[src/rtl/spm_pkg.sv]
// Shared types, sizes and codes for the sparse polynomial multiplier.
// Used by the channel interfaces, the two memories and the top level.
package spm_pkg;

  // Sizing of the term store and the product memory
  localparam int MAX_TERMS  = 32;
  localparam int MAX_EXP    = 31;
  localparam int COEFF_BITS = 16;
  localparam int PROD_DEPTH = 2 * MAX_EXP + 1;

  // Field widths of the channels
  localparam int OP_W     = 2;
  localparam int IN_C_W   = 16;
  localparam int EXP_W    = 5;
  localparam int ACC_W    = 32;
  localparam int REXP_W   = 6;

  localparam int TIDX_W  = (MAX_TERMS > 1) ? $clog2(MAX_TERMS) : 1;
  localparam int TCNT_W  = $clog2(MAX_TERMS + 1);
  localparam int PADDR_W = $clog2(PROD_DEPTH);

  typedef logic        [OP_W-1:0]       op_t;
  typedef logic signed [IN_C_W-1:0]     in_coeff_t;
  typedef logic        [EXP_W-1:0]      exp_t;
  typedef logic signed [COEFF_BITS-1:0] coeff_t;
  typedef logic signed [ACC_W-1:0]      acc_t;
  typedef logic        [REXP_W-1:0]     rexp_t;
  typedef logic        [TIDX_W-1:0]     tidx_t;
  typedef logic        [TCNT_W-1:0]     tcnt_t;
  typedef logic        [PADDR_W-1:0]    paddr_t;
  typedef logic        [PROD_DEPTH-1:0] prod_vec_t;

  // Operation codes carried by an input beat
  typedef enum logic [OP_W-1:0] {
    OP_LOAD = 2'd0,
    OP_MUL  = 2'd1,
    OP_EMIT = 2'd2
  } op_e;

  // Sequencer states
  typedef enum logic [2:0] {
    ST_IDLE,
    ST_MUL,
    ST_SCAN,
    ST_WAIT,
    ST_EMPTY
  } state_e;

  // One stored first-polynomial term
  typedef struct packed {
    coeff_t coeff;
    exp_t   exp;
  } term_t;

  // Write port of the term store
  typedef struct packed {
    logic   en;
    tidx_t  addr;
    term_t  data;
  } term_wr_t;

  // Write port of the product memory
  typedef struct packed {
    logic   en;
    paddr_t addr;
    acc_t   data;
  } prod_wr_t;

endpackage

[src/rtl/spm_if.sv]
// Valid/ready channel interfaces for the sparse polynomial multiplier.
// Depends on spm_pkg for field types.
interface spm_in_if;
  logic               valid;
  logic               ready;
  spm_pkg::op_t       operation;
  spm_pkg::in_coeff_t coeff;
  spm_pkg::exp_t      exp;

  modport source (output valid, output operation, output coeff, output exp, input ready);
  modport sink   (input valid, input operation, input coeff, input exp, output ready);
endinterface

interface spm_out_if;
  logic          valid;
  logic          ready;
  spm_pkg::acc_t  result_coeff;
  spm_pkg::rexp_t result_exp;
  logic          valid_res;
  logic          last;

  modport source (output valid, output result_coeff, output result_exp,
                  output valid_res, output last, input ready);
  modport sink   (input valid, input result_coeff, input result_exp,
                  input valid_res, input last, output ready);
endinterface

[src/rtl/spm_term_store.sv]
// Term store: first-polynomial coefficients and exponents, one write and
// one registered read per cycle. Depends on spm_pkg.
module spm_term_store (
  input  logic              clk_i,
  input  spm_pkg::term_wr_t wr_i,
  input  spm_pkg::tidx_t    rd_addr_i,
  output spm_pkg::term_t    rd_data_o
);

  spm_pkg::term_t mem_q [spm_pkg::MAX_TERMS];
  spm_pkg::term_t rd_q;

  // Write the loaded term, read the walked term
  always_ff @(posedge clk_i) begin
    if (wr_i.en) begin
      mem_q[wr_i.addr] <= wr_i.data;
    end
    rd_q <= mem_q[rd_addr_i];
  end

  assign rd_data_o = rd_q;

endmodule

[src/rtl/spm_prod_mem.sv]
// Product memory: accumulated coefficients with per-entry present flags.
// Absent entries read as zero; a read of the entry written in the same
// cycle returns the new value. Depends on spm_pkg.
module spm_prod_mem (
  input  logic                clk_i,
  input  logic                rst_ni,
  input  spm_pkg::prod_wr_t   wr_i,
  input  logic                clr_i,
  input  spm_pkg::paddr_t     rd_addr_i,
  output spm_pkg::acc_t       rd_data_o,
  output spm_pkg::prod_vec_t  present_o
);

  spm_pkg::acc_t      mem_q [spm_pkg::PROD_DEPTH];
  spm_pkg::acc_t      rd_q;
  spm_pkg::acc_t      fwd_data_q;
  spm_pkg::prod_vec_t present_q;
  logic               fwd_q;
  logic               rd_pres_q;

  // Storage array and forwarded write data
  always_ff @(posedge clk_i) begin
    if (wr_i.en) begin
      mem_q[wr_i.addr] <= wr_i.data;
    end
    rd_q       <= mem_q[rd_addr_i];
    fwd_data_q <= wr_i.data;
  end

  // Present flags: set on write, drop all on clear
  always_ff @(posedge clk_i or negedge rst_ni) begin
    if (!rst_ni) begin
      present_q <= '0;
      fwd_q     <= 1'b0;
      rd_pres_q <= 1'b0;
    end else begin
      fwd_q     <= wr_i.en && (wr_i.addr == rd_addr_i);
      rd_pres_q <= present_q[rd_addr_i];
      if (clr_i) begin
        present_q <= '0;
      end else if (wr_i.en) begin
        present_q[wr_i.addr] <= 1'b1;
      end
    end
  end

  assign rd_data_o = fwd_q ? fwd_data_q : (rd_pres_q ? rd_q : '0);
  assign present_o = present_q;

endmodule

[src/rtl/sparse_polynomial_multiplier_top.sv]
// Sparse polynomial multiplier, top level: sequencer, multiply pipeline and
// output register. Depends on spm_pkg, spm_if, spm_term_store, spm_prod_mem.
//
// Load beats store a first-polynomial term (up to 32 terms, further loads
// are dropped). A multiply beat walks the stored terms through the
// three-stage pipeline of term read, multiply and accumulate, one
// read-modify-write of the product memory per term, and holds off new beats
// until its last accumulate is written; with an empty store it does no walk.
// An emit beat scans the product slots from the highest exponent down to the
// lowest present one, one slot per cycle, pausing at each present term to
// load its result beat and while the sink holds ready low; with the final
// beat it clears both stores. An emit with no present term returns one beat
// with valid_res low and last high. No clearing pass is needed after reset.
module sparse_polynomial_multiplier_top (
  input logic       clk_i,
  input logic       rst_ni,
  spm_in_if.sink    in_i,
  spm_out_if.source out_o
);

  spm_pkg::state_e    state_q, state_d;
  spm_pkg::tidx_t     idx_q, idx_d;
  spm_pkg::tcnt_t     cnt_q, cnt_d;
  spm_pkg::paddr_t    k_q, k_d;
  spm_pkg::exp_t      e_q;
  spm_pkg::acc_t      c_q;
  logic               v1_q, v1_d;
  logic               v2_q, v2_d;
  spm_pkg::paddr_t    s2_q;
  spm_pkg::acc_t      p2_q;

  logic               out_vld_q;
  spm_pkg::acc_t      out_coeff_q;
  spm_pkg::rexp_t     out_exp_q;
  logic               out_vres_q;
  logic               out_last_q;

  logic               accept;
  logic               out_free;
  logic               out_load;
  logic               out_vres_d;
  logic               out_last_d;
  logic               clr;
  logic               cap;

  spm_pkg::term_wr_t  term_wr;
  spm_pkg::term_t     term_rd;
  spm_pkg::prod_wr_t  prod_wr;
  spm_pkg::paddr_t    prod_raddr;
  spm_pkg::acc_t      prod_rdata;
  spm_pkg::prod_vec_t present;
  spm_pkg::prod_vec_t below_mask;
  spm_pkg::paddr_t    s1;
  logic               hit1;
  logic               last_w;
  spm_pkg::acc_t      a32;

  assign accept   = in_i.valid && in_i.ready;
  assign in_i.ready = (state_q == spm_pkg::ST_IDLE) && !v1_q && !v2_q;
  assign out_free = !out_vld_q || out_o.ready;

  // Slots strictly below the scan pointer
  assign below_mask = (spm_pkg::prod_vec_t'(1) << k_q) - spm_pkg::prod_vec_t'(1);
  assign last_w     = (present & below_mask) == '0;

  // Load write into the term store
  always_comb begin
    term_wr            = '0;
    term_wr.addr       = spm_pkg::tidx_t'(cnt_q);
    term_wr.data.coeff = in_i.coeff[spm_pkg::COEFF_BITS-1:0];
    term_wr.data.exp   = in_i.exp;
    term_wr.en         = accept && (spm_pkg::op_e'(in_i.operation) == spm_pkg::OP_LOAD)
                         && (in_i.exp <= spm_pkg::exp_t'(spm_pkg::MAX_EXP))
                         && (cnt_q < spm_pkg::tcnt_t'(spm_pkg::MAX_TERMS));
  end

  spm_term_store u_term_store (
    .clk_i     (clk_i),
    .wr_i      (term_wr),
    .rd_addr_i (idx_q),
    .rd_data_o (term_rd)
  );

  // Stage one: exponent sum and product of the walked term
  assign s1   = spm_pkg::paddr_t'(term_rd.exp) + spm_pkg::paddr_t'(e_q);
  assign hit1 = s1 <= spm_pkg::paddr_t'(spm_pkg::PROD_DEPTH - 1);
  assign a32  = spm_pkg::acc_t'(term_rd.coeff);
  assign v2_d = v1_q && hit1;

  always_ff @(posedge clk_i) begin
    s2_q <= s1;
    p2_q <= a32 * c_q;
  end

  // Stage two: accumulate and write back
  always_comb begin
    prod_wr      = '0;
    prod_wr.en   = v2_q;
    prod_wr.addr = s2_q;
    prod_wr.data = prod_rdata + p2_q;
  end

  assign prod_raddr = (state_q == spm_pkg::ST_MUL || v1_q) ? s1 : k_q;

  spm_prod_mem u_prod_mem (
    .clk_i     (clk_i),
    .rst_ni    (rst_ni),
    .wr_i      (prod_wr),
    .clr_i     (clr),
    .rd_addr_i (prod_raddr),
    .rd_data_o (prod_rdata),
    .present_o (present)
  );

  // Sequencer registers
  always_ff @(posedge clk_i or negedge rst_ni) begin
    if (!rst_ni) begin
      state_q <= spm_pkg::ST_IDLE;
      idx_q   <= '0;
      cnt_q   <= '0;
      k_q     <= '0;
      v1_q    <= 1'b0;
      v2_q    <= 1'b0;
    end else begin
      state_q <= state_d;
      idx_q   <= idx_d;
      cnt_q   <= cnt_d;
      k_q     <= k_d;
      v1_q    <= v1_d;
      v2_q    <= v2_d;
    end
  end

  // Hold the multiplier term of the current beat
  always_ff @(posedge clk_i) begin
    if (cap) begin
      e_q <= in_i.exp;
      c_q <= spm_pkg::acc_t'(spm_pkg::coeff_t'(in_i.coeff[spm_pkg::COEFF_BITS-1:0]));
    end
  end

  // Next state and control
  always_comb begin
    state_d    = state_q;
    idx_d      = idx_q;
    cnt_d      = cnt_q;
    k_d        = k_q;
    v1_d       = 1'b0;
    cap        = 1'b0;
    clr        = 1'b0;
    out_load   = 1'b0;
    out_vres_d = 1'b1;
    out_last_d = 1'b0;
    case (state_q)
      spm_pkg::ST_IDLE: begin
        if (accept) begin
          case (spm_pkg::op_e'(in_i.operation))
            spm_pkg::OP_LOAD: begin
              if (term_wr.en) begin
                cnt_d = cnt_q + spm_pkg::tcnt_t'(1);
              end
            end
            spm_pkg::OP_MUL: begin
              cap   = 1'b1;
              idx_d = '0;
              if (in_i.exp <= spm_pkg::exp_t'(spm_pkg::MAX_EXP) && cnt_q != '0) begin
                state_d = spm_pkg::ST_MUL;
              end
            end
            spm_pkg::OP_EMIT: begin
              k_d     = spm_pkg::paddr_t'(spm_pkg::PROD_DEPTH - 1);
              state_d = (present != '0) ? spm_pkg::ST_SCAN : spm_pkg::ST_EMPTY;
            end
            default: begin
            end
          endcase
        end
      end
      spm_pkg::ST_MUL: begin
        v1_d  = 1'b1;
        idx_d = idx_q + spm_pkg::tidx_t'(1);
        if (spm_pkg::tcnt_t'(idx_q) == cnt_q - spm_pkg::tcnt_t'(1)) begin
          state_d = spm_pkg::ST_IDLE;
        end
      end
      spm_pkg::ST_SCAN: begin
        if (present[k_q]) begin
          if (out_free) begin
            state_d = spm_pkg::ST_WAIT;
          end
        end else begin
          k_d = k_q - spm_pkg::paddr_t'(1);
        end
      end
      spm_pkg::ST_WAIT: begin
        out_load   = 1'b1;
        out_last_d = last_w;
        if (last_w) begin
          clr     = 1'b1;
          cnt_d   = '0;
          state_d = spm_pkg::ST_IDLE;
        end else begin
          k_d     = k_q - spm_pkg::paddr_t'(1);
          state_d = spm_pkg::ST_SCAN;
        end
      end
      spm_pkg::ST_EMPTY: begin
        if (out_free) begin
          out_load   = 1'b1;
          out_vres_d = 1'b0;
          out_last_d = 1'b1;
          clr        = 1'b1;
          cnt_d      = '0;
          state_d    = spm_pkg::ST_IDLE;
        end
      end
      default: begin
        state_d = spm_pkg::ST_IDLE;
      end
    endcase
  end

  // Output register: load a result beat, drop it once taken
  always_ff @(posedge clk_i or negedge rst_ni) begin
    if (!rst_ni) begin
      out_vld_q <= 1'b0;
    end else if (out_load) begin
      out_vld_q <= 1'b1;
    end else if (out_o.ready) begin
      out_vld_q <= 1'b0;
    end
  end

  always_ff @(posedge clk_i) begin
    if (out_load) begin
      out_coeff_q <= out_vres_d ? prod_rdata : '0;
      out_exp_q   <= out_vres_d ? spm_pkg::rexp_t'(k_q) : '0;
      out_vres_q  <= out_vres_d;
      out_last_q  <= out_last_d;
    end
  end

  assign out_o.valid        = out_vld_q;
  assign out_o.result_coeff = out_coeff_q;
  assign out_o.result_exp   = out_exp_q;
  assign out_o.valid_res    = out_vres_q;
  assign out_o.last         = out_last_q;

`ifndef NO_ASSERTIONS
  // The output register is free whenever a scanned slot arrives from memory
  a_wait_out_free: assert property (@(posedge clk_i) disable iff (!rst_ni)
    state_q == spm_pkg::ST_WAIT |-> !out_vld_q)
    else $error("result beat would overwrite a pending one");

  // The final beat of an emit leaves both stores empty
  a_clear_after_last: assert property (@(posedge clk_i) disable iff (!rst_ni)
    (state_q == spm_pkg::ST_WAIT && last_w) |=> (present == '0 && cnt_q == '0))
    else $error("stores not cleared after final emit beat");

  // The scan never runs below the lowest present slot
  a_scan_has_work: assert property (@(posedge clk_i) disable iff (!rst_ni)
    state_q == spm_pkg::ST_SCAN
      |-> (present & (below_mask | (spm_pkg::prod_vec_t'(1) << k_q))) != '0)
    else $error("emit scan has no present slot left");

  // Accumulation writes stay inside the product memory
  a_wr_in_range: assert property (@(posedge clk_i) disable iff (!rst_ni)
    v2_q |-> s2_q <= spm_pkg::paddr_t'(spm_pkg::PROD_DEPTH - 1))
    else $error("product write beyond memory depth");
`endif

endmodule
[src/flat_wrapper.sv]
// flat-port wrapper written by rule: the top's interface ports become plain ports
module sparse_polynomial_multiplier_top_flat 
  (clk_i, rst_ni, in_i_valid, in_i_operation, in_i_coeff, in_i_exp, in_i_ready, out_o_valid, out_o_result_coeff, out_o_result_exp, out_o_valid_res, out_o_last, out_o_ready);
  spm_in_if in_i_i ();
  spm_out_if out_o_i ();
  input logic clk_i;
  input logic rst_ni;
  input wire logic [$bits(in_i_i.valid)-1:0] in_i_valid;
  input wire logic [$bits(in_i_i.operation)-1:0] in_i_operation;
  input wire logic [$bits(in_i_i.coeff)-1:0] in_i_coeff;
  input wire logic [$bits(in_i_i.exp)-1:0] in_i_exp;
  output wire logic [$bits(in_i_i.ready)-1:0] in_i_ready;
  output wire logic [$bits(out_o_i.valid)-1:0] out_o_valid;
  output wire logic [$bits(out_o_i.result_coeff)-1:0] out_o_result_coeff;
  output wire logic [$bits(out_o_i.result_exp)-1:0] out_o_result_exp;
  output wire logic [$bits(out_o_i.valid_res)-1:0] out_o_valid_res;
  output wire logic [$bits(out_o_i.last)-1:0] out_o_last;
  input wire logic [$bits(out_o_i.ready)-1:0] out_o_ready;
  assign in_i_i.valid = in_i_valid;
  assign in_i_i.operation = in_i_operation;
  assign in_i_i.coeff = in_i_coeff;
  assign in_i_i.exp = in_i_exp;
  assign in_i_ready = in_i_i.ready;
  assign out_o_valid = out_o_i.valid;
  assign out_o_result_coeff = out_o_i.result_coeff;
  assign out_o_result_exp = out_o_i.result_exp;
  assign out_o_valid_res = out_o_i.valid_res;
  assign out_o_last = out_o_i.last;
  assign out_o_i.ready = out_o_ready;
  sparse_polynomial_multiplier_top u_core (.clk_i(clk_i), .rst_ni(rst_ni), .in_i(in_i_i), .out_o(out_o_i));
endmodule
[config.mk]
export PLATFORM = sky130hd
export DESIGN_NAME = sparse_polynomial_multiplier_top_flat
export DESIGN_NICKNAME = d
export VERILOG_FILES = /design/src/rtl/spm_pkg.sv /design/src/rtl/spm_if.sv /design/src/rtl/spm_term_store.sv /design/src/rtl/spm_prod_mem.sv /design/src/rtl/sparse_polynomial_multiplier_top.sv /design/src/flat_wrapper.sv
export SDC_FILE = /design/constraint.sdc
export NUM_CORES = 2
export LEC_CHECK = 0
export BUFFER_PORTS_ARGS = -buffer_cell sky130_fd_sc_hd__buf_2
export CORE_MARGIN = 2
export CORE_UTILIZATION = 60
export CTS_CLUSTER_SIZE = 14
export DETAILED_ROUTE_END_ITERATION = 12
export PLACE_DENSITY = 0.82
export SLEW_MARGIN = 10
export SYNTH_ARGS = -nofsm -noshare
export SYNTH_HDL_FRONTEND = slang
export SYNTH_SLANG_ARGS = --single-unit
[constraint.sdc]
create_clock -name clk_i -period 10.1 [get_ports clk_i]
set_input_delay 0.505 -clock clk_i [delete_from_list [all_inputs] [get_ports clk_i]]
set_output_delay 0.505 -clock clk_i [all_outputs]
set_load 0.02 [all_outputs]
# Word-level counts from Yosys, hierarchy flattened
# Memories as Yosys holds them, arrays and structs flattened. A register that Yosys moved wholly into a read port is not among the register bits.
# Index checks and enable logic that the tools add are counted.
[word_totals] reg_bits=219 ramBits=2688 input_bits=27 output_inout_bits=42 elab_cells=142 n_memories=2
[memory_table] name="u_core.u_prod_mem.mem_q" words=63 word_bits=32 read_ports=1 rd_ports_with_merged_regs=1 write_ports=1 line_no="spm_prod_mem.sv:14" source="spm_pkg::acc_t mem_q [spm_pkg::PROD_DEPTH];"
[memory_table] name="u_core.u_term_store.mem_q" words=32 word_bits=21 read_ports=1 rd_ports_with_merged_regs=1 write_ports=1 line_no="spm_term_store.sv:10" source="spm_pkg::term_t mem_q [spm_pkg::MAX_TERMS];"
[op_classes] n_addsub=7 mul=1 magnitude_cmp=7 n_eq_ne=22 shift=1 n_mux=52 n_bitwise=2 n_reduce_logical=29
[ops] op="two-way mux 63 bit" n=2
[ops] op="two-way mux 32 bit" n=2
[ops] op="bitwise AND 63 bit" n=1
[ops] op="logical NOT 63 bit" n=1
[ops] op="OR 63 bit" n=1
[ops] op="nonzero test 63 bit" n=1
[ops] op="<< shifter 1 x 6 -> 63 bit, first input constant" n=1
[ops] op="subtractor 63 x 1 -> 63 bit, second input constant" n=1
[ops] op="two-way mux 6 bit" n=10
[ops] op="one-hot mux 6 bit (3 select lines)" n=2
[ops] op="adder 32 bit" n=1
[ops] op="multiplier 16 x 16 -> 32 bit" n=1
[ops] op="less-than comparator 6 x 7 -> 1 bit, second input constant" n=3
[ops] op="two-way mux 3 bit" n=7
[ops] op="two-way mux 1 bit" n=17
[ops] op="one-hot mux 3 bit (5 select lines)" n=1
[ops] op="binary-select mux 1 bit (select 6 bit)" n=2
[ops] op="inequality test 2 x 1 -> 1 bit, second input constant" n=6
[ops] op="inequality test 2 bit, second input constant" n=6
[ops] op="subtractor 6 x 1 -> 6 bit, second input constant" n=2
[ops] op="logical AND 1 bit" n=10
[ops] op="two-way mux 5 bit" n=2
[ops] op="one-hot mux 5 bit (2 select lines)" n=1
[ops] op="AND reduction 7 bit" n=1
[ops] op="29 further kinds" n=39

# Logic depth before layout (Yosys ltp)
[depth] depth_word=11 ltp_mapped=25 mapped_depth_nobuf=24

# Hierarchy
# Synthesis repeated with hierarchy kept, for this count alone.
[unflattened] hier_cells=7369 hier_area_um2=127462.2
[modules_own_cells] module="spm_prod_mem" n_inst=1 cells_each=3743 area_each_um2=81204.1 seq_area_each_um2=63445.8
[modules_own_cells] module="spm_term_store" n_inst=1 cells_each=1481 area_each_um2=26751.9 seq_area_each_um2=20599.8
[modules_own_cells] module="sparse_polynomial_multiplier_top" n_inst=1 cells_each=2145 area_each_um2=19506.2 seq_area_each_um2=3168.0

# Worst setup path after synthesis
# Ideal clock, no wire load.
[synth_timing] path_kind="reg2reg" from="register u_core.c_q[1]" to="register u_core.p2_q[30]" setup_time_ns=0.062 t_arrival_ns=6.623 required_time_ns=10.038 slack_ns=3.415 path_stages_with_launch=24 n_path_buf=1 period_less_slack_ns=6.685 path_cell_list="edfxtp_1 clkbuf_1 nand2_1 inv_1 fa_1 fa_1 fa_1 fa_1 fa_1 inv_1 fa_1 inv_1 ha_1 and2_1 a221o_1 a21o_1 a21o_1 a21o_1 a21oi_1 nor2b_1 a2111o_1 a221o_1 or4_1 nand3_1"
[synth_via] elab_chain_len=1
[synth_rtl] element="start: declaration" line_no="sparse_polynomial_multiplier_top.sv:26" source="spm_pkg::acc_t c_q;"
[synth_rtl] element="start signal: assignment" line_no="sparse_polynomial_multiplier_top.sv:138" source="c_q <= spm_pkg::acc_t'(spm_pkg::coeff_t'(in_i.coeff[spm_pkg::COEFF_BITS-1:0]));"
[synth_rtl] element="multiplier 16 x 16 -> 32 bit" line_no="sparse_polynomial_multiplier_top.sv:92" source="p2_q <= a32 * c_q;"
[synth_rtl] element="end signal: assignment" line_no="sparse_polynomial_multiplier_top.sv:92"
[synth_rtl] element="end: declaration" line_no="sparse_polynomial_multiplier_top.sv:30" source="spm_pkg::acc_t p2_q;"
# No other way between the ends.
# A chain may end at the register's enable or synchronous reset.

# Final worst setup path
[layout_timing] from="register u_core.c_q[4]" to="register u_core.p2_q[30]"
# The elaborated chain is that of the path after synthesis.

==> out/qor.yml <==
routing:
  dr.pass1.iters: 9
  finalWirelength_um: 366900
  routedWlPerCell_um: 35.96
  via_count: 72920
  ant_nets: 0
  drc: 0
  detail_route.vias_per_cell: 7.147
  dr.first_iter.drc_count: 11780
sta:
  maxSlewViolCount: 0
  fin_crit_sh: 0.7240
  hold_ws_ps: 55.93
  min_period_ps: 7313
  final-hold-violation-count: 0
  finalSetupViolCount: 0
  skew_ps: 101.4
  max_clock_freq_mhz: 136.7
  tns_ps: 0
  worstMarginPinSlew_ps: 1306
  relSlewSlack: 0.1242
  rsz0062_at_grt: "false"
grt:
  grt_max_degree: 141
  grt_pass1_wl_um: 524300
  overflow: 0
  grt_pass1_vias: 74340
  grt_usage: 0.3408
  antenna_found_initial: 23
floorplanning:
  die_h_um: 464.1
  initial_utilization: 0.6047
  core_area_um2: 210000
  die_w_um: 464.1
  row_count: 168
  io_pins: 69
  dieArea_um2: 215300
synthesis:
  ys_seq_area_frac: 0.6868
  synth_edf_count: 2749
  ys_types: 100
  ys_warn_count: 0
  ys.flop_type: "edfxtp_1"
  postSynthCellCount: 6987
  synthesis.area_um2: 127000
  async_flop_share: 0.02973
  syn_nets: 7407
  syn_avg_cell_area_um2: 18.18
  ys_seq_elements: 2960
worst_setup_path:
  start_kind: "flip-flop"
  worst_setup_path_end_kind: "flip-flop"
  crit_family: "adder cells"
  crit_buf_inv: 2
  crit_chain: "and2_1, fa_1, inv_1, fa_1, fa_1, fa_1, inv_1, fa_1, fa_1, ha_1, o21a_1, o21ai_0, nor2_1, a211oi_1, o22ai_1, o21a_1, a2111o_1, a221o_1, or4_1, nand3_1"
  worstPathRequired_ps: 10970
  cp.arrival_ps: 8180
  path_max_fanout: 16
  cp_common_cell: "fa_1"
  worst_path_max_delay_cell: "edfxtp_1"
  cpPeakStageDelay_ps: 680
  path_class: "reg -> reg"
placed_design:
  io_buffers: 68
  dp_hpwl_um: 190200
  globalplace.congestion: 0.9481
cells_and_area:
  nNetsFinal: 7585
  drive_gt1_frac: 0.2147
  multiInputGateArea_um2: 38090
  areaGrowthSynthToFinish_pct: 11.21
  fillers: 12330
  ff_latch_area_um2: 87230
cts:
  clk_path_buf_depth: 4
  cts_tree: "built"
  clock_latency_ps: 1000
  cts_buffers: 300
  clockRootBuffer: "clkbuf_16"
  cts_sinks: 2960
  htreeDepth: 5
  clkTransAtPathRegs_ps: 60
hold_path:
  min_path_type: "in -> reg"
outcome:
  status: "finished, final reports clean"
run:
  maxCapViolCount: 0
[synth_stat cells, types with 14 or more instances]
library cell | count | area share
edfxtp_1 | 2749 | 0.65
mux4_2 | 724 | 0.13
nor2_1 | 355 | 0.010
inv_1 | 314 | 0.0093
nand2_1 | 286 | 0.0085
fa_1 | 264 | 0.042
a211oi_1 | 240 | 0.014
clkbuf_1 | 240 | 0.0071
a21oi_1 | 204 | 0.0080
and2_1 | 170 | 0.0084
mux2i_1 | 152 | 0.012
ha_1 | 129 | 0.013
nor2b_1 | 125 | 0.0062
dfxtp_1 | 123 | 0.019
dfrtp_1 | 88 | 0.017
xnor2_1 | 76 | 0.0052
buf_1 | 65 | 0.0019
buf_2 | 64 | 0.0025
nand3_1 | 54 | 0.0021
o21ai_0 | 45 | 0.0018
nor3_1 | 38 | 0.0015
a311oi_1 | 34 | 0.0023
nand4_1 | 32 | 0.0016
xor2_1 | 32 | 0.0022
nand2b_1 | 30 | 0.0015
a21o_1 | 29 | 0.0017
a22o_1 | 29 | 0.0020
mux2_2 | 27 | 0.0024
nor4_1 | 25 | 0.0012
and3_1 | 16 | 0.00079
or3_1 | 16 | 0.00079
a31oi_1 | 14 | 0.00069
[worst register-to-register path: stages, from the launching register on]
cell and delay [ps]:
edfxtp_1 680, and2_1 320, fa_1 530, inv_1 50
fa_1 460, fa_1 500, fa_1 550, inv_1 50
fa_1 530, fa_1 430, ha_1 340, o21a_1 180
o21ai_0 310, nor2_1 90, a211oi_1 510, o22ai_1 200
o21a_1 270, a2111o_1 430, a221o_1 360, or4_1 400
nand3_1 100
[logic make-up (layout without fill, tap and decap cells)]
logic type | Yosys count | in the layout | share of synthesized area
AOI/OAI and AO/OA | 705 | 705 | 0.03831
adders and majority gates | 393 | 393 | 0.05433
muxes | 904 | 904 | 0.1429
DFF | 2960 | 2960 | 0.6868
xor gates and xnor gates | 108 | 108 | 0.007449
buffers and inverters | 691 | 1087 | 0.02144
other | 0 | 15 | 0
and+or+nand+nor | 1226 | 1226 | 0.04883
[layout by cell type, fill, tap and decap left out, types with 82 or more instances in the layout]
master / count
nor2b_1: 124
buf_4: 167
a211oi_1: 237
nor2_1: 258
inv_1: 312
dfrtp_1: 83
dfxtp_1: 123
ha_1: 128
fa_1: 264
clkbuf_16: 307
a21oi_1: 203
mux4_2: 724
nor2_4: 82
edfxtp_1: 2749
and2_1: 170
nand2_1: 285
mux2i_1: 146
[sequential cells by signal (all words and copies together), names as in the netlist]
register / cells
u_core.u_prod_mem.mem_q: 2016
u_core.u_term_store.mem_q: 672
u_core.u_prod_mem.present_o: 63
u_core.out_o.result_coeff: 32
u_core.p2_q: 32
u_core.u_prod_mem.fwd_data_q: 32
u_core.u_prod_mem.rd_q: 32
u_core.u_term_store.rd_data_o: 21
u_core.c_q: 16
u_core.cnt_q: 6
u_core.k_q: 6
u_core.out_o.result_exp: 6
u_core.s2_q: 6
u_core.e_q: 5
u_core.idx_q: 5
u_core.state_q: 3
u_core.out_o.last: 1
u_core.out_o.valid: 1
u_core.out_o.valid_res: 1
u_core.u_prod_mem.fwd_q: 1
u_core.u_prod_mem.rd_pres_q: 1
u_core.v1_q: 1
u_core.v2_q: 1
[path summary, 6_finish.rpt]
| check | from | end | slack, ps | depth (start not counted) |
|---|---|---|---|---|
| hold reg to reg | u_core.v1_q$_DFF_PN0_ | u_core.v2_q$_DFF_PN0_ | 560 | 2 |
| max in group asynchronous | rst_ni | u_core.k_q[2]$_DFFE_PN0P_ | 8360 | 4 |
| setup reg to reg | u_core.c_q[4]$_DFFE_PP_ | u_core.p2_q[30]$_DFF_P_ | 2790 | 20 |
| hold / removal | out_o_ready | u_core.out_o.valid$_DFFE_PN0P_ | 60 | 3 |
| min in group asynchronous | rst_ni | u_core.k_q[4]$_DFFE_PN0P_ | 530 | 3 |
| setup / recovery | u_core.c_q[4]$_DFFE_PP_ | u_core.p2_q[30]$_DFF_P_ | 2790 | 20 |
[metal layers]
layer  track usage  share of wire
met1        0.4373           0.33
met5             0        0.00042
met2        0.5375           0.48
met4        0.1849          0.063
met3       0.08876           0.13
[per-stage QoR]
stage,instance area [um^2],setup slack [ps],util,cells
finish,141200,2787,0.6725,10200
global route,141200,2417,0.6724,10190
CTS,141200,2762,0.6722,10190
detailed placement,131800,2780,0.6278,9662
global placement,131800,2788,0.6278,9662
floorplan,127000,3415,-,6987
[area by class of cell]
class,instances,area share
Sequential cell,2960,0.6176
Multi-Input combinational cell,3336,0.2697
Clock buffer,394,0.05735
Tap cell,2805,0.02485
Timing Repair Buffer,253,0.01359
Inverter,314,0.008346
Clock inverter,126,0.008275
Antenna cell,15,0.0002658
[repair_timing]
action | CTS | global route
buffers inserted | 0 | 0
setup endpoints to repair | 0 | 0
endpoints found under the hold margin | 44 | 0
resized for setup | 0 | 0
hold buffers | 5 | 0
Power is left out: the tool's default activity adds up to more than one toggle a clock period on the data nets, which glitch-free logic cannot reach.
